<file path="src/rtl/aptp_pkg.sv">
`timescale 1ns / 1ps
package aptp_pkg;
   typedef enum logic [1:0] {
      REQ_INSERT = 2'd0,
      REQ_REMOVE = 2'd1,
      REQ_SETPRI = 2'd2,
      REQ_PICK   = 2'd3
   } req_kind_type;

   typedef enum logic [1:0] {
      ST_DONE    = 2'd0,
      ST_EMPTY   = 2'd1,
      ST_IGNORED = 2'd2
   } status_type;

   typedef enum logic [1:0] {
      BK_IDLE,
      BK_SCAN,
      BK_AGE,
      BK_DONE
   } back_state_type;

   localparam logic signed [5:0] PRIO_MAX  = 6'sd20;
   localparam logic signed [5:0] PRIO_MIN  = -6'sd20;
   localparam logic signed [7:0] DYN_FLOOR = -8'sd128;

   // classified command handed from front to back
   typedef struct packed {
      req_kind_type kind;
      logic         slot_ok;
      logic [5:0]   slot;
      logic         prio_ok;
      logic signed [5:0] prio;
   } cmd_type;
endpackage

</file>
<file path="src/rtl/aging_priority_task_picker.sv">
`timescale 1ns / 1ps
// Ready-task picker with priority aging. A two-entry command queue accepts and
// classifies words; the back end runs one command at a time. Insert, remove and
// set-priority are carried out in the done state; a pick on a non-empty set
// then scans the slots to select (one slot per cycle) and ages them (one per
// cycle), done by the single slot-sequential compare/age unit. The back end
// accepts a new command only when idle and the last result has been taken.
// The result register holds one word; the back end waits while it is not taken.
module aging_priority_task_picker #(
   parameter int TASK_SLOTS = 16
) (
   input  logic        clock,
   input  logic        reset,
   input  logic        csr_wr_en,
   input  logic [2:0]  csr_wr_data,
   input  logic        req_tvalid,
   output logic        req_tready,
   input  logic [15:0] req_tdata,   // req_type[1:0], task_id[5:2], new_prio[11:6]
   output logic        rsp_tvalid,
   input  logic        rsp_tready,
   output logic [7:0]  rsp_tdata    // chosen_id[3:0], chosen_valid[4], status[6:5]
);
   logic [2:0]        step_ff;
   logic              q_valid, q_ready;
   aptp_pkg::cmd_type q_cmd;
   logic [3:0]        oid;
   logic              ohit;
   logic [1:0]        ost;

   always_ff @(posedge clock) begin
      if (reset) step_ff <= 3'd1;
      else if (csr_wr_en) step_ff <= csr_wr_data;
   end

   aptp_front #(.TASK_SLOTS(TASK_SLOTS)) u_front (
      .clock(clock), .reset(reset),
      .in_valid(req_tvalid), .in_ready(req_tready),
      .in_type(req_tdata[1:0]), .in_id(req_tdata[5:2]),
      .in_prio(req_tdata[11:6]),
      .q_valid(q_valid), .q_ready(q_ready), .q_cmd(q_cmd)
   );

   aptp_back #(.TASK_SLOTS(TASK_SLOTS)) u_back (
      .clock(clock), .reset(reset), .aging_step(step_ff),
      .q_valid(q_valid), .q_ready(q_ready), .q_cmd(q_cmd),
      .out_valid(rsp_tvalid), .out_ready(rsp_tready),
      .out_id(oid), .out_hit(ohit), .out_status(ost)
   );

   assign rsp_tdata = {1'b0, ost, ohit, oid};
endmodule

</file>
<file path="src/rtl/aptp_front.sv">
`timescale 1ns / 1ps
module aptp_front #(
   parameter int TASK_SLOTS = 16
) (
   input  logic                 clock,
   input  logic                 reset,
   input  logic                 in_valid,
   output logic                 in_ready,
   input  logic [1:0]           in_type,
   input  logic [3:0]           in_id,
   input  logic signed [5:0]    in_prio,
   output logic                 q_valid,
   input  logic                 q_ready,
   output aptp_pkg::cmd_type    q_cmd
);
   localparam int DEPTH = 2;
   aptp_pkg::cmd_type buf_ff [DEPTH];
   logic              wp_ff, wp_in, rp_ff, rp_in;
   logic [1:0]        cnt_ff, cnt_in;
   aptp_pkg::cmd_type cmd;
   logic              push, pop;

   always_comb begin
      cmd.kind    = aptp_pkg::req_kind_type'(in_type);
      cmd.slot_ok = ({3'b0, in_id} < 7'(TASK_SLOTS));
      cmd.slot    = {2'b0, in_id};
      cmd.prio_ok = (in_prio <= aptp_pkg::PRIO_MAX) && (in_prio >= aptp_pkg::PRIO_MIN);
      cmd.prio    = in_prio;
   end

   assign in_ready = (cnt_ff != 2'(DEPTH));
   assign push     = in_valid && in_ready;
   assign q_valid  = (cnt_ff != 2'd0);
   assign pop      = q_valid && q_ready;
   assign q_cmd    = buf_ff[rp_ff];
   assign wp_in    = push ? ~wp_ff : wp_ff;
   assign rp_in    = pop ? ~rp_ff : rp_ff;
   assign cnt_in   = cnt_ff + 2'(push) - 2'(pop);

   always_ff @(posedge clock) begin
      if (reset) begin
         wp_ff  <= 1'b0;
         rp_ff  <= 1'b0;
         cnt_ff <= 2'd0;
      end else begin
         wp_ff  <= wp_in;
         rp_ff  <= rp_in;
         cnt_ff <= cnt_in;
      end
      if (push) buf_ff[wp_ff] <= cmd;
   end
endmodule

</file>
<file path="src/rtl/aptp_back.sv">
`timescale 1ns / 1ps
module aptp_back #(
   parameter int TASK_SLOTS = 16
) (
   input  logic              clock,
   input  logic              reset,
   input  logic [2:0]        aging_step,
   input  logic              q_valid,
   output logic              q_ready,
   input  aptp_pkg::cmd_type q_cmd,
   output logic              out_valid,
   input  logic              out_ready,
   output logic [3:0]        out_id,
   output logic              out_hit,
   output logic [1:0]        out_status
);
   localparam int IW = (TASK_SLOTS > 1) ? $clog2(TASK_SLOTS) : 1;
   localparam int CW = $clog2(TASK_SLOTS + 1);

   logic [TASK_SLOTS-1:0] rdy_ff, rdy_in;
   logic signed [5:0] sp_ff [TASK_SLOTS];
   logic signed [7:0] dp_ff [TASK_SLOTS];
   logic [IW-1:0]     rk_ff [TASK_SLOTS];
   logic [CW-1:0]     cnt_ff;

   aptp_pkg::back_state_type st_ff, st_in;
   aptp_pkg::cmd_type        cmd_ff;
   logic [IW-1:0] idx_ff, idx_in;
   logic          found_ff;
   logic [IW-1:0] best_ff;
   logic signed [7:0] bdp_ff;
   logic signed [5:0] bsp_ff;
   logic [IW-1:0] brk_ff;
   logic          ov_ff;
   logic [3:0]    oid_ff;
   logic          ohit_ff;
   logic [1:0]    ost_ff;

   logic          take, last, better, shrink;
   logic [IW-1:0] slot, drop_rk;
   logic signed [8:0] aged;

   assign slot    = cmd_ff.slot[IW-1:0];
   assign last    = (idx_ff == IW'(TASK_SLOTS - 1));
   assign q_ready = (st_ff == aptp_pkg::BK_IDLE) && !ov_ff;
   assign take    = q_valid && q_ready;
   assign better  = !found_ff || (dp_ff[idx_ff] < bdp_ff) ||
                    (dp_ff[idx_ff] == bdp_ff && (sp_ff[idx_ff] < bsp_ff ||
                     (sp_ff[idx_ff] == bsp_ff && rk_ff[idx_ff] < brk_ff)));
   assign aged    = 9'(dp_ff[idx_ff]) - 9'(aging_step);

   always_comb begin
      st_in = st_ff;
      unique case (st_ff)
         aptp_pkg::BK_IDLE: if (take) st_in = aptp_pkg::BK_DONE;
         aptp_pkg::BK_DONE: if (cmd_ff.kind == aptp_pkg::REQ_PICK && cnt_ff != '0)
                               st_in = aptp_pkg::BK_SCAN;
                            else st_in = aptp_pkg::BK_IDLE;
         aptp_pkg::BK_SCAN: if (last) st_in = aptp_pkg::BK_AGE;
         aptp_pkg::BK_AGE:  if (last) st_in = aptp_pkg::BK_IDLE;
         default:           st_in = aptp_pkg::BK_IDLE;
      endcase
   end

   assign idx_in = (st_ff == aptp_pkg::BK_SCAN || st_ff == aptp_pkg::BK_AGE) ?
                   (last ? '0 : idx_ff + IW'(1)) : '0;

   // rank removal happens at the last scan cycle (pick) or at done (remove)
   always_comb begin
      shrink  = 1'b0;
      drop_rk = rk_ff[slot];
      rdy_in  = rdy_ff;
      if (st_ff == aptp_pkg::BK_DONE && cmd_ff.kind == aptp_pkg::REQ_REMOVE &&
          cmd_ff.slot_ok && rdy_ff[slot]) begin
         shrink = 1'b1;
         rdy_in[slot] = 1'b0;
      end else if (st_ff == aptp_pkg::BK_SCAN && last) begin
         shrink  = 1'b1;
         drop_rk = (better && rdy_ff[idx_ff]) ? rk_ff[idx_ff] : brk_ff;
      end
   end

   always_ff @(posedge clock) begin
      if (reset) begin
         st_ff  <= aptp_pkg::BK_IDLE;
         ov_ff  <= 1'b0;
         rdy_ff <= '0;
         cnt_ff <= '0;
         idx_ff <= '0;
         found_ff <= 1'b0;
         for (int k = 0; k < TASK_SLOTS; k++) begin
            sp_ff[k] <= '0;
            dp_ff[k] <= '0;
            rk_ff[k] <= '0;
         end
      end else begin
         st_ff  <= st_in;
         idx_ff <= idx_in;
         if (ov_ff && out_ready) ov_ff <= 1'b0;
         if (take) begin
            cmd_ff   <= q_cmd;
            found_ff <= 1'b0;
         end
         if (shrink) begin
            for (int k = 0; k < TASK_SLOTS; k++)
               if (rdy_ff[k] && rk_ff[k] > drop_rk) rk_ff[k] <= rk_ff[k] - IW'(1);
         end
         if (st_ff == aptp_pkg::BK_DONE) begin
            oid_ff  <= '0;
            ohit_ff <= 1'b0;
            ost_ff  <= aptp_pkg::ST_DONE;
            unique case (cmd_ff.kind)
               aptp_pkg::REQ_PICK: begin
                  if (cnt_ff == '0) begin
                     ost_ff <= aptp_pkg::ST_EMPTY;
                     ov_ff  <= 1'b1;
                  end
               end
               aptp_pkg::REQ_INSERT: begin
                  ov_ff <= 1'b1;
                  if (!cmd_ff.slot_ok || rdy_ff[slot]) ost_ff <= aptp_pkg::ST_IGNORED;
                  else begin
                     rdy_ff[slot] <= 1'b1;
                     rk_ff[slot]  <= cnt_ff[IW-1:0];
                     cnt_ff       <= cnt_ff + CW'(1);
                  end
               end
               aptp_pkg::REQ_REMOVE: begin
                  ov_ff <= 1'b1;
                  if (!cmd_ff.slot_ok || !rdy_ff[slot]) ost_ff <= aptp_pkg::ST_IGNORED;
                  else begin
                     rdy_ff       <= rdy_in;
                     rk_ff[slot]  <= '0;
                     cnt_ff       <= cnt_ff - CW'(1);
                  end
               end
               aptp_pkg::REQ_SETPRI: begin
                  ov_ff <= 1'b1;
                  if (!cmd_ff.slot_ok || !cmd_ff.prio_ok) ost_ff <= aptp_pkg::ST_IGNORED;
                  else begin
                     sp_ff[slot] <= cmd_ff.prio;
                     dp_ff[slot] <= 8'(cmd_ff.prio);
                  end
               end
               default: ;
            endcase
         end
         if (st_ff == aptp_pkg::BK_SCAN && rdy_ff[idx_ff] && better) begin
            found_ff <= 1'b1;
            best_ff  <= idx_ff;
            bdp_ff   <= dp_ff[idx_ff];
            bsp_ff   <= sp_ff[idx_ff];
            brk_ff   <= rk_ff[idx_ff];
         end
         if (st_ff == aptp_pkg::BK_SCAN && last) begin
            rdy_ff[(rdy_ff[idx_ff] && better) ? idx_ff : best_ff] <= 1'b0;
            rk_ff[(rdy_ff[idx_ff] && better) ? idx_ff : best_ff]  <= '0;
            cnt_ff <= cnt_ff - CW'(1);
         end
         if (st_ff == aptp_pkg::BK_AGE) begin
            if (idx_ff == best_ff) dp_ff[idx_ff] <= 8'(sp_ff[idx_ff]);
            else if (rdy_ff[idx_ff])
               dp_ff[idx_ff] <= (aged < 9'(aptp_pkg::DYN_FLOOR)) ?
                                aptp_pkg::DYN_FLOOR : aged[7:0];
            if (last) begin
               ov_ff   <= 1'b1;
               oid_ff  <= 4'(best_ff);
               ohit_ff <= 1'b1;
               ost_ff  <= aptp_pkg::ST_DONE;
            end
         end
      end
   end

   assign out_valid  = ov_ff;
   assign out_id     = oid_ff;
   assign out_hit    = ohit_ff;
   assign out_status = ost_ff;
endmodule

</file>
<file path="config.mk">
export PLATFORM = sky130hd
export DESIGN_NAME = aging_priority_task_picker
export DESIGN_NICKNAME = d
export VERILOG_FILES = /design/src/rtl/aptp_pkg.sv /design/src/rtl/aging_priority_task_picker.sv /design/src/rtl/aptp_front.sv /design/src/rtl/aptp_back.sv
export SDC_FILE = /design/constraint.sdc
export NUM_CORES = 1
export LEC_CHECK = 0
export BUFFER_PORTS_ARGS = -buffer_cell sky130_fd_sc_hd__buf_4
export CORE_MARGIN = 5
export CORE_UTILIZATION = 36
export DETAILED_ROUTE_END_ITERATION = 8
export PLACE_DENSITY = 0.58
export SLEW_MARGIN = 20
export SYNTH_ARGS = -nofsm -noshare
export SYNTH_HDL_FRONTEND = slang
export SYNTH_SLANG_ARGS = --single-unit
</file>
<file path="constraint.sdc">
create_clock -name clock -period 7.83 [get_ports clock]
set_clock_uncertainty 0.1 [all_clocks]
set_input_delay 0.3915 -clock clock [delete_from_list [all_inputs] [get_ports clock]]
set_output_delay 0.3915 -clock clock [all_outputs]
set_load 0.02 [all_outputs]
</file>
======== Word level (Yosys, flattened, before mapping) ========
Memory sizes are Yosys's and may differ from the RTL's. A register that Yosys moved wholly into a read port is not among the register bits.
Index checks and enable logic that the tools add are counted.
operators by class
  add/subtract/negate cells ............... 22
  $lt $le $gt $ge ......................... 27
  equal/unequal tests ..................... 16
  mux-type cells .......................... 181
  bitwise gates (word level) .............. 27
  reduce and logical (&&, ||, !) cells .... 63
operator list
  operator               number
  $mux W4                32
  $mux W1                116
  $mux W16               6
  $gt A4 B4 Y1           16
  $sub A4 B1 Y4 const B  16
  $logic_and A1 B1 Y1    33
  $and A16 B16 Y16       2
  $mux W8                4
  $not A16 Y16           2
  $pmux W16 S2           1
  $mux W5                4
  $mux W2                9
  $or A1 B1 Y1           18
  $or A16 B16 Y16        1
  $pmux W2 S4            2
  $reduce_or A8 Y1       2
  $lt A4 B5 Y1 const B   3
  $pmux W5 S2            1
  $lt A9 B8 Y1 const B   1
  $sub A8 B4 Y9          1
  $bmux W1 S4            2
  $demux W1 S4           2
  $eq A2 B2 Y1 const B   4
  $eq A8 B8 Y1           1
  other kinds (34)       57
word-level totals
  flip-flop bits (word level) ............. 66
  memory bits (writable) .................. 314
  bits of input ports ..................... 24
  output and inout bits ................... 10
  word-level logic and storage cells ...... 358
  memories kept ........................... 4
memories
  memory          depth  bits a word  read ports  clocked after memory_dff  write ports  line              text
  u_back.dp_ff    16     8            1           1                         16           aptp_back.sv:22   logic signed [7:0] dp_ff [TASK_SLOTS];
  u_back.sp_ff    16     6            1           1                         16           aptp_back.sv:21   logic signed [5:0] sp_ff [TASK_SLOTS];
  u_back.rk_ff    16     4            18          1                         17           aptp_back.sv:23   logic [IW-1:0] rk_ff [TASK_SLOTS];
  u_front.buf_ff  2      13           1           1                         1            aptp_front.sv:17  aptp_pkg::cmd_type buf_ff [DEPTH];

======== Longest topological paths before layout ========
Gate-level depths: netlist of run 1.
  depth in word-level cells ............... 16
  gate-level depth with buffers ........... 29
  gate-level depth less buffers ........... 22

======== Modules after synthesis ========
A second synthesis of run 1 with hierarchy kept.
second synthesis, totals
  cells, all modules ...................... 1939
  area total of the unflattened synthesis .. 23032.1 µm²
by module, submodules not included
  module                      times used  cells an instance  area each (µm²)  seq. area each (µm²)
  aptp_back                   1           1848               21659.5          10600.2
  aptp_front                  1           79                 1251.2           880.8
  aging_priority_task_picker  1           12                 121.4            60.1

======== Least setup slack after synthesis of run 1 ========
OpenSTA, ideal clock, no wires.
  kind .................................... register to register
  from .................................... reg u_back.idx_ff[0]
  to ...................................... mem u_back.rk_ff[0][0] in the netlist's numbering, enable pin
  setup time .............................. 0.361 ns
  arrival ................................. 6.902 ns
  slack ................................... 0.467 ns
  cell stages (with the launch flop) ...... 25
  clock period less this slack ............ 7.363 ns
  cell sequence ........................... dfxtp_1 > buf_2 > buf_4 > buf_2 > buf_2 > buf_2 > buf_2 > buf_4 > mux4_2 > mux4_2 > ha_1 > a21oi_1 > o221ai_1 > nand2_1 > o31ai_2 > buf_2 > clkbuf_1 > a21oi_1 > a21oi_1 > ha_1 > nand3_1 > o21ai_0 > nand3_1 > o311ai_1 > o21ai_0
RTL lines
  what                      line             text
  start: declaration        aptp_back.sv:28  logic [IW-1:0] idx_ff, idx_in;
  start signal: assignment  aptp_back.sv:98  idx_ff <= idx_in;
  end: declaration          aptp_back.sv:23

==> summary.md, run 1 <==
| Metric | Value |
|---|---|
| Worst VDD drop | 0.1568 mV |
| Postcts setup bufs | 0 |
| Setup TNS | 0 ns |
| Pwr Density | 251.4 nW/µm² |
| Top FF cell, synth | edfxtp_1 |
| CTS Buf Count | 44 |
| Slew HR | 26.88% |
| Synthesized net count | 2033 |
| Hold WC Path Type | in -> reg |
| Cell type with the largest total area after synthesis | edfxtp_1 |
| Clk sinks | 392 |
| Initial core utilization | 36.50% |
| Max FO, Critical Path | 35 |
| Layout cells sized above 1 | 14.69% |
| Sequential fraction of the synthesis area | 50.48% |
| Synth Instances | 1914 |
| Initial antenna violation count | 1 |
| Area of the core | 61940 µm² |
| Layout area overhead | 11.53% |
| Synth Warn # | 0 |
| Hold Crit Start | rsp_tready |
| Commonest non-fill, non-tap cell in the layout | edfxtp_1 |
| Most frequent cells in the layout | 356 x edfxtp_1, 234 x nor2_1, 153 x nand2_1, 110 x mux4_2, 102 x and2_1 |
| RSZ-0062 raised after global routing | false |
| Worst Max-Slew Pin Slew | 1.097 ns |
| Reg-to-Reg End | u_back.rk_ff[0][1] |
| Vias in the first global route | 15970 |
| Post-synth ARST share | 0% |
| Peak Freq | 144.7 MHz |
| Die footprint | 67900 µm² |
| Startpoint types | register |
| Worst Reg2Reg Path Length in Cells | 19 |
| # hold bufs at CTS | 18 |
| Top post-synthesis cells by area | edfxtp_1 47%, mux4_2 11%, ha_1 5.2% |
| First-pass GRT wire length | 96.03 mm |
| Pre-CTS WS | 1.005 ns |
| Post-synth top area share | 47.29% |
| Die extent in y | 260.6 µm |
| Remaining global-route overflow | 0 |
| Layout Utilization | 40.71% |
| Htree depth | 2 |
| DR vias | 15930 |
| # fillers | 5851 |
| IO Pins | 34 |
| Status | finished clean |
| # port buffers | 28 |
| Initial drt markers | 1686 |
| Die W | 260.6 µm |
| Clk slew on worst S/H paths | 0.06 ns |
| Final Setup Violations | 0 |
| Post-synth EDFFs | 356 |
| Yosys cell types | 89 |
| Root buf cell | clkbuf_16 |
| Longest Clk Path Bufs | 3 |
| Residual DRC count | 0 |
| DR WL/cell | 22.46 µm |
| Global Route Usage Sum | 18.34% |
| Nets | 2046 |
| CTS tree | done |
| Slew Limit Fails | 0 |
| Lkg Pwr | 8.931 nW |
| Launch point of the worst reg-to-reg path | u_back.idx_ff[0] |
| WS Path Type | reg -> reg |
| CP Capture Type | register |
| Syn avg cell area | 11.81 µm² |
| Core Rows | 91 |
| Fin. Hold Viols | 0 |
| Flop2flop setup slack | 0.92 ns |
| Mapped cell area | 22610 µm² |
| Flops & latches, synth | 392 |
| Tmin final | 6.909 ns |
| Placer Congestion | 0.9218 |
| Period Utilization, post-route | 88.24% |
| Clk_lat worst skew | 0.60 ns |
| DRT antenna net count | 0 |
| Post-cts resize count | 0 |
| Via density | 5.696 |
| Drt pass-1 iters | 5 |
| Final WL | 62.83 mm |
| Hold EP | u_back.out_valid |
| Largest net degree at the start of global routing | 67 |
| Max cap viols | 0 |
| Req. time, crit path | 7.96 ns |
| Post-route setup slack | 0.9205 ns |
| Post-DP HPWL | 43.34 mm |
| CP arrival | 7.04 ns |
| Hold depth | 4 |
| N_diodes | 0 |
## cell usage after synthesis (6+ instances only)
cell,n
edfxtp_1,356
nor2_1,236
nand2_1,153
mux4_2,110
and2_1,102
ha_1,94
a21oi_1,92
inv_1,86
o21ai_0,84
clkbuf_1,51
dfxtp_1,36
nand3_1,36
nor3_1,35
buf_2,31
xnor2_1,30
mux2i_1,29
nand2b_1,23
o22ai_1,23
o31ai_1,20
xor2_1,19
mux2_2,18
nor2b_1,16
o2111ai_1,16
o211ai_1,13
o21a_1,12
a211o_1,11
a21boi_0,9
buf_1,9
mux2_1,9
o41ai_1,9
a211oi_1,8
a21o_1,8
buf_4,7
or3_1,7
nand4_1,6
## final cells by class
class / instances / area (µm²) / share of cell area [%]
Multi-Input combinational cell: 1332 / 10400 / 41.23
Timing Repair Buffer: 70 / 583.1 / 2.313
Clock buffer: 59 / 1209 / 4.794
Tap cell: 837 / 1047 / 4.154
Inverter: 87 / 326.6 / 1.295
Sequential cell: 392 / 11420 / 45.29
Clock inverter: 20 / 232.7 / 0.9230
## logic make-up after synthesis
group	Yosys count	synth area share, %
AOI/OAI and AO/OA	364	10.79
and+or+nand+nor	652	13.81
DFF	392	50.48
other	1	0.01659
muxes	171	14.10
xor gates and xnor gates	49	1.898
buffers and inverters	190	3.609
adders and majority gates	95	5.291
## report_power, final
group | switching (W) | total, W | internal [W]
Sequential | 0.000192 | 0.00261 | 0.00242
Clock | 0.000862 | 0.00208 | 0.00122
Combinational | 0.000958 | 0.00164 | 0.000685
Total | 0.00201 | 0.00634 | 0.00433
## worst max-delay path by stage
stage,to,startpoint,depth (start not counted)
2_1_floorplan,u_back.rk_ff[0][0],u_back.idx_ff[0],24
3_3_place_gp,u_back.rk_ff[0][3],u_back.idx_ff[0],19
3_5_place_dp,u_back.rk_ff[0][1],u_back.idx_ff[0],19
4_1_cts,u_back.rk_ff[0][1],u_back.idx_ff[0],19
5_1_grt,u_back.rk_ff[0][1],u_back.idx_ff[0],19
6_report,u_back.rk_ff[0][1],u_back.idx_ff[0],19
## stage by stage
stage	total power, W	area, µm²	hold slack (ns)	std cells
6_report	0.006338	25210	0.07385	2797
3_3_place_gp	0.004213	23590	0.3671	2700
5_1_grt	0.006615	25210	0.09894	2797
2_1_floorplan	0.003761	22610	0.3029	1914
3_5_place_dp	0.004275	23590	0.3803	2700
4_1_cts	0.006368	25210	0.05183	2797
## critical path, stage by stage (launching register included)
cell and delay (ns):
dfxtp_4 0.81, buf_4 0.47, mux4_2 0.61, mux4_2 0.55
ha_1 0.33, a2111oi_0 0.67, a221o_1 0.39, o31a_1 0.20
buf_4 0.27, nand2_1 0.08, a21oi_1 0.16, a21oi_2 0.04
buf_4 0.27, ha_1 0.36, a21oi_1 0.08, nor2b_1 0.17
o21ai_0 0.12, nand3_1 0.10, o311ai_1 0.20, o21ai_0 0.50
## layer usage
metal	global-route usage [%]	routed length, µm	up-vias
li1	-	-	7216
met1	24.21	26060	7987
met2	30.27	29790	589
met3	3.106	4434	137
met4	7.338	2530	4
met5	0	17	-
## registers in the layout, indices dropped and copies added (netlist names), 3 cells and up
register,count
u_back.out_id,4
u_back.bsp_ff,6
u_back.bdp_ff,8
u_back.cmd_ff,13
u_back.rk_ff,64
u_back.idx_ff,4
u_back.sp_ff,96
u_back.rdy_ff,16
u_back.cnt_ff,5
u_front.buf_ff,26
step_ff,3
u_back.dp_ff,128
u_back.brk_ff,4
u_back.best_ff,4
No activity file was read; power rests on OpenSTA's default activity.
==> inputs of run 2 (changes only) <==
HOLD_SLACK_MARGIN = 0.08   (was default)
==> run 2 against run 1 <==
Effect of this change: largest power group unchanged; via count rose by 0.13%; highest routed layer unchanged; register-to-register slack barely moved; largest cell class unchanged; sequential power barely moved; hold slack improved by 0.049 ns; critical endpoint unchanged.
==> summary.md, run 2 (same netlist as run 1, synthesis figures left out) <==
| Metric | Value |
|---|---|
| Placer Congestion | 0.9218 |
| CTS tree | done |
| Die W | 260.6 µm |
| Final Setup Violations | 0 |
| Drt pass-1 iters | 5 |
| Largest register FFs | 128 |
| Hold WC Path Type | in -> reg |
| # fillers | 5849 |
| Post-DP HPWL | 43.34 mm |
| Layout area overhead | 11.58% |
| Initial antenna violation count | 1 |
| Req. time, crit path | 7.96 ns |
| Initial drt markers | 1580 |
| DR vias | 15950 |
| Period Utilization, post-route | 88.17% |
| Peak Freq | 144.8 MHz |
| Clk sinks | 392 |
| Via density | 5.702 |
| Root buf cell | clkbuf_16 |
| DRT antenna net count | 0 |
| N_diodes | 0 |
| RSZ-0062 raised after global routing | false |
| Clk_lat worst skew | 0.59 ns |
| Slew HR | 23.37% |
| CP Cell Sequence | buf_4, mux4_2, mux4_2, ha_1, a2111oi_0, a221o_1, o31a_1, buf_4, nand2_1, a21oi_1, a21oi_2, buf_4, ha_1, a21oi_1, nor2b_1, o21ai_0, nand3_1, o311ai_1, o21ai_0 |
| Setup TNS | 0 ns |
| Startpoint types | register |
| Vias in the first global route | 15970 |
| Residual DRC count | 0 |
| Clk slew on worst S/H paths | 0.06 ns |
| Area of the multi-input gates | 10400 µm² |
| Lkg Pwr | 8.935 nW |
| CP Capture Type | register |
| Slowest-stage cell, CP | dfxtp_4 |
| Status | finished clean |
| First-pass GRT wire length | 96.03 mm |
| CTS Buf Count | 44 |
| Max cap viols | 0 |
| Reg area | 11420 µm² |
| Final WL | 62.68 mm |
| Most numerous cell on the critical path | buf_4 |
| CP arrival | 7.03 ns |
| # port buffers | 28 |
| Htree depth | 2 |
| Largest regs | u_back.dp_ff: 128 flops, u_back.sp_ff: 96 flops, u_back.rk_ff: 64 flops |
| Largest net degree at the start of global routing | 67 |
| Max FO, Critical Path | 35 |
| Worst VDD drop | 0.1570 mV |
| IO Pins | 34 |
| Post-cts resize count | 0 |
| WS Path Type | reg -> reg |
| Most frequent cells in the layout | 356 x edfxtp_1, 234 x nor2_1, 153 x nand2_1, 110 x mux4_2, 102 x and2_1 |
| Die extent in y | 260.6 µm |
| DR WL/cell | 22.40 µm |
| Remaining global-route overflow | 0 |
| Critical Path Max Stage Delay | 0.81 ns |
| Worst Max-Slew Pin Slew | 1.145 ns |
| Die footprint | 67900 µm² |
| Slew Limit Fails | 0 |
| Cell Area, Placed | 23590 µm² |
| Biggest register | u_back.dp_ff |
| Buffer and inverter count on the worst path | 3 |
| Postcts setup bufs | 0 |
| Flop2flop setup slack | 0.93 ns |
| Post-route cell area | 25220 µm² |
| Tmin final | 6.904 ns |
| Fin. Hold Viols | 0 |
| Layout cells sized above 1 | 14.69% |
| Area of the core | 61940 µm² |
| Min Hold Slack | 0.1232 ns |
| Longest Clk Path Bufs | 3 |
| Layout Utilization | 40.72% |
| Commonest non-fill, non-tap cell in the layout | edfxtp_1 |
| Core Rows | 91 |
| Critical path's top delay family | compound AO/OA/AOI/OAI gates |
| Global Route Usage Sum | 18.34% |
| Pwr Density | 251.3 nW/µm² |
| Nets | 2047 |
| Initial core utilization | 36.50% |
-- run 2: cell types whose count changed in the layout (fill, tap and decap cells not counted) --
cell	change
dlygate4sd3_1	+1
-- run 2: what timing repair did --
item	in CTS	in global routing
hold endpoints to repair	30	0
setup endpoints to repair	0	0
hold buffers	19	0
-- run 2: final timing paths --
path,endpoint,startpoint,cells past startpoint
setup / recovery,u_back.rk_ff[0][1],u_back.idx_ff[0],19
hold / removal,u_front.wp_ff,req_tvalid,4
setup reg to reg,u_back.rk_ff[0][1],u_back.idx_ff[0],19
hold reg to reg,u_back.found_ff,u_back.found_ff,1
-- run 2: metal layers --
metal,vias up,routed length [µm],GRT usage (%)
li1,7218,-,-
met1,7981,25970,24.21
met2,610,29690,30.27
met3,141,4509,3.106
met4,4,2502,7.338
met5,-,17,0
-- run 2: power breakdown --
part | total (W) | switching, W | internal, W | leakage, nW
Clock | 0.00208 | 0.000862 | 0.00122 | 0.708
Sequential | 0.00261 | 0.000192 | 0.00242 | 3.90
Combinational | 0.00164 | 0.000956 | 0.000685 | 4.33
Total | 0.00634 | 0.00201 | 0.00433 | 8.93
-- run 2: area by class of cell --
cell class / instances / area share (%)
Clock buffer: 59 / 4.792
Clock inverter: 20 / 0.9227
Inverter: 87 / 1.295
Multi-Input combinational cell: 1332 / 41.21
Sequential cell: 392 / 45.28
Tap cell: 837 / 4.152
Timing Repair Buffer: 71 / 2.351
-- run 2: stage by stage --
stage	setup WS (ns)	cells	total power, W
finish	0.9261	2798	0.006338
CTS	0.9874	2798	0.006368
global route	0.4965	2798	0.006615
global placement	1.223	2700	0.004213
detailed placement	1.005	2700	0.004275
floorplan	0.4668	1914	0.003761
-- run 2: worst reg2reg max path, stage by stage (launching register included) --
cell and delay, ns:
dfxtp_4 0.81, buf_4 0.52, mux4_2 0.62, mux4_2 0.55, ha_1 0.33, a2111oi_0 0.66, a221o_1 0.39, o31a_1 0.20
buf_4 0.27, nand2_1 0.08, a21oi_1 0.17, a21oi_2 0.04, buf_4 0.27, ha_1 0.37, a21oi_1 0.08, nor2b_1 0.17
o21ai_0 0.12, nand3_1 0.10, o311ai_1 0.20, o21ai_0 0.50
==> inputs of run 3 (changes only) <==
ABC_AREA = 1   (was default)
==> run 3 against run 2 <==
Effect of this change: clock power hardly changed; routed wire length is 5.5% higher; synthesized area is 2.4% lower; critical endpoint is now u_back.rk_ff[12][0]; highest routed layer is now met4.
==> summary.md, run 3 <==
| Metric | Value |
|---|---|
| Status | finished clean |
| Worst Reg2Reg Path Length in Cells | 25 |
| Postcts setup bufs | 0 |
| Buffer and inverter count on the worst path | 5 |
| Slew Limit Fails | 0 |
| Clk pwr share | 30.8% |
| Clk slew on worst S/H paths | 0.06 ns |
| Top FF cell, synth | edfxtp_1 |
| Die footprint | 66310 µm² |
| Die extent in y | 257.5 µm |
| DR WL/cell | 19.89 µm |
| Critical Path Max Stage Delay | 0.66 ns |
| Htree depth | 2 |
| Cell type with the largest total area after synthesis | edfxtp_1 |
| Post-DP HPWL | 45.56 mm |
| Pwr Density | 273.2 nW/µm² |
| P_int | 0.004253 W |
| Max FO, Critical Path | 73 |
| Synth Instances | 2493 |
| RSZ-0062 raised after global routing | false |
| Hold depth | 2 |
| Reg-to-Reg End | u_back.rk_ff[12][0] |
| Most frequent cells in the layout | 448 x nor2_1, 429 x nand2_1, 356 x edfxtp_1, 202 x o21ai_0, 188 x inv_1 |
| Startpoint types | register |
| Residual DRC count | 0 |
| Hold WC Path Type | in -> reg |
| Die W | 257.5 µm |
| Hold EP | u_front.cnt_ff[0] |
| CP Capture Type | register |
| Final WL | 66.11 mm |
| Critical path's top delay family | compound AO/OA/AOI/OAI gates |
| Commonest cells post-synth | 451 x nor2_1, 429 x nand2_1, 356 x edfxtp_1 |
| WS Path Type | reg -> reg |
| Period Utilization, post-route | 82.88% |
| Hold Crit Start | reset |
| IO Pins | 34 |
| # hold bufs at CTS | 19 |
| Initial antenna violation count | 0 |
| Post-synth top area share | 48.47% |
| Placer Congestion | 0.9164 |
| Vias in the first global route | 17890 |
| Most numerous cell on the critical path | nand2_1 |
| Fin. Hold Viols | 0 |
| Synthesized net count | 2612 |
| NetSw | 0.002480 W |
| Tmin final | 6.489 ns |
| Via density | 5.579 |
| Post-synth ARST share | 0% |
| Core Rows | 90 |
| Worst Max-Slew Pin Slew | 1.080 ns |
| Max cap viols | 0 |
| CTS Buf Count | 45 |
| Commonest non-fill, non-tap cell in the layout | nor2_1 |
| Combinational power share | 31.2% |
| First-pass GRT wire length | 101.5 mm |
| Synth Warn # | 0 |
| Flops & latches, synth | 392 |
| Final Setup Violations | 0 |
| N_diodes | 0 |
| CP arrival | 6.62 ns |
| Largest net degree at the start of global routing | 74 |
| Sequential fraction of the synthesis area | 51.74% |
| Flop2flop setup slack | 1.34 ns |
| Area of the core | 60470 µm² |
| DR vias | 18540 |
| Area of the multi-input gates | 9356 µm² |
| Top post-synthesis cells by area | edfxtp_1 48%, nor2_1 7.7%, nand2_1 7.3% |
| Initial drt markers | 1923 |
| Syn avg cell area | 8.846 µm² |
| Sw frac | 36.83% |
| Most numerous cell in the Yosys netlist | nor2_1 |
| Root buf cell | clkbuf_16 |
| Layout area overhead | 11.74% |
| Layout cells sized above 1 | 7.635% |
| Lkg Pwr | 9.722 nW |
| # port buffers | 28 |
| Reg area | 11420 µm² |
| Mapped cell area | 22050 µm² |
| Peak Freq | 154.1 MHz |
| Power, Total | 0.006733 W |
| Clk sinks | 392 |
| Slowest-stage cell, CP | dfxtp_4 |
| Yosys cell types | 55 |
| Launch point of the worst reg-to-reg path | u_back.idx_ff[0] |
| Post-cts resize count | 0 |
| Remaining global-route overflow | 0 |
| Post-synth EDFFs | 356 |
| Initial core utilization | 36.47% |
| Nets | 2625 |
| Drt pass-1 iters | 6 |
| Slew HR | 27.99% |
| # fillers | 5953 |
| Worst VDD drop | 0.1615 mV |
| Reg power frac | 37.9% |
| Setup TNS | 0 ns |
| Biggest register | u_back.dp_ff |
| Global Route Usage Sum | 19.20% |
| Largest register FFs | 128 |
| Largest regs | u_back.dp_ff: 128 flops, u_back.sp_ff: 96 flops, u_back.rk_ff: 64 flops |
| CTS tree | done |
| Longest Clk Path Bufs | 3 |
| Req. time, crit path | 7.96 ns |
| Clk_lat worst skew | 0.60 ns |
| DRT antenna net count | 0 |
run 3: cell count changes after synthesis, moves of 40 or more:
cell,change
nor2_1,+215
and2_1,-102
inv_1,+103
o21ai_0,+119
nand4_1,+40
mux4_2,-110
nand2_1,+276
nand3_1,+82
o22ai_1,+77
run 3: how the worst max path moves through the flow:
stage               cells after the start              from                  end  slack [ns]
CTS                                    26  u_back.idx_ff[0]  u_back.rk_ff[12][0]        1.47
global placement                       25  u_back.idx_ff[0]  u_back.rk_ff[15][3]        1.62
global route                           26  u_back.idx_ff[0]  u_back.rk_ff[14][0]        0.93
floorplan                              31  u_back.idx_ff[0]  u_back.rk_ff[10][0]        1.94
detailed placement                     26  u_back.idx_ff[0]  u_back.rk_ff[14][2]        1.48
finish                                 25  u_back.idx_ff[0]  u_back.rk_ff[12][0]        1.34
run 3: per-stage QoR:
step | cell area (µm²) | hold slack [ns] | utilization (%) | instances | setup slack [ns]
after floorplan | 22050 | 0.3029 | - | 2493 | 1.944
after global placement | 23010 | 0.3553 | 38.06 | 3222 | 1.618
after detailed placement | 23010 | 0.3548 | 38.06 | 3222 | 1.479
after CTS | 24640 | 0.09276 | 40.75 | 3323 | 1.465
after global routing | 24640 | 0.1131 | 40.75 | 3323 | 0.9282
final | 24640 | 0.1215 | 40.75 | 3323 | 1.341
run 3: worst register-to-register path, delay by kind of cell, from the launching register on:
| kind | cells | cell delay [ns] |
|---|---|---|
| flops | 1 | 0.66 |
| simple gates | 10 | 1.14 |
| fa+ha+maj | 2 | 0.57 |
| compound gates | 8 | 2.21 |
| buf+inv | 5 | 1.48 |
run 3: kinds of logic after synthesis:
kind of cell / count (synthesis) / synth area share (%)
AO/OA/AOI/OAI: 524 / 13.83
XOR/XNOR: 49 / 1.946
adder cells (fa/ha/maj): 95 / 5.424
buffers and inverters: 319 / 5.940
flip-flops: 392 / 51.74
other: 1 / 0.01700
AND/OR/NAND/NOR: 1113 / 21.11
run 3: power groups by stage:
stage               Sequential [W]  Clock (W)  Combinational, W
finish                     0.00255    0.00207           0.00210
global placement           0.00259          0           0.00202
CTS                        0.00255    0.00211           0.00208
detailed placement         0.00260          0           0.00206
global route               0.00257    0.00219           0.00234
floorplan                  0.00253          0           0.00149
run 3: cell type report:
class	count	share of cell area, %
clock buffer	52	4.676
clock inverter	30	1.147
inverter	206	3.158
multi-input combinational	1782	37.97
sequential	392	46.33
tap	782	3.971
timing repair buffer	79	2.752
run 3: routing by layer:
layer	GRT usage [%]	wire length, µm	vias to the layer above
li1	-	-	8716
met1	24.59	27400	8977
met2	33.16	32190	685
met3	2.539	4025	162
met4	7.416	2484	0
met5	0	0	-
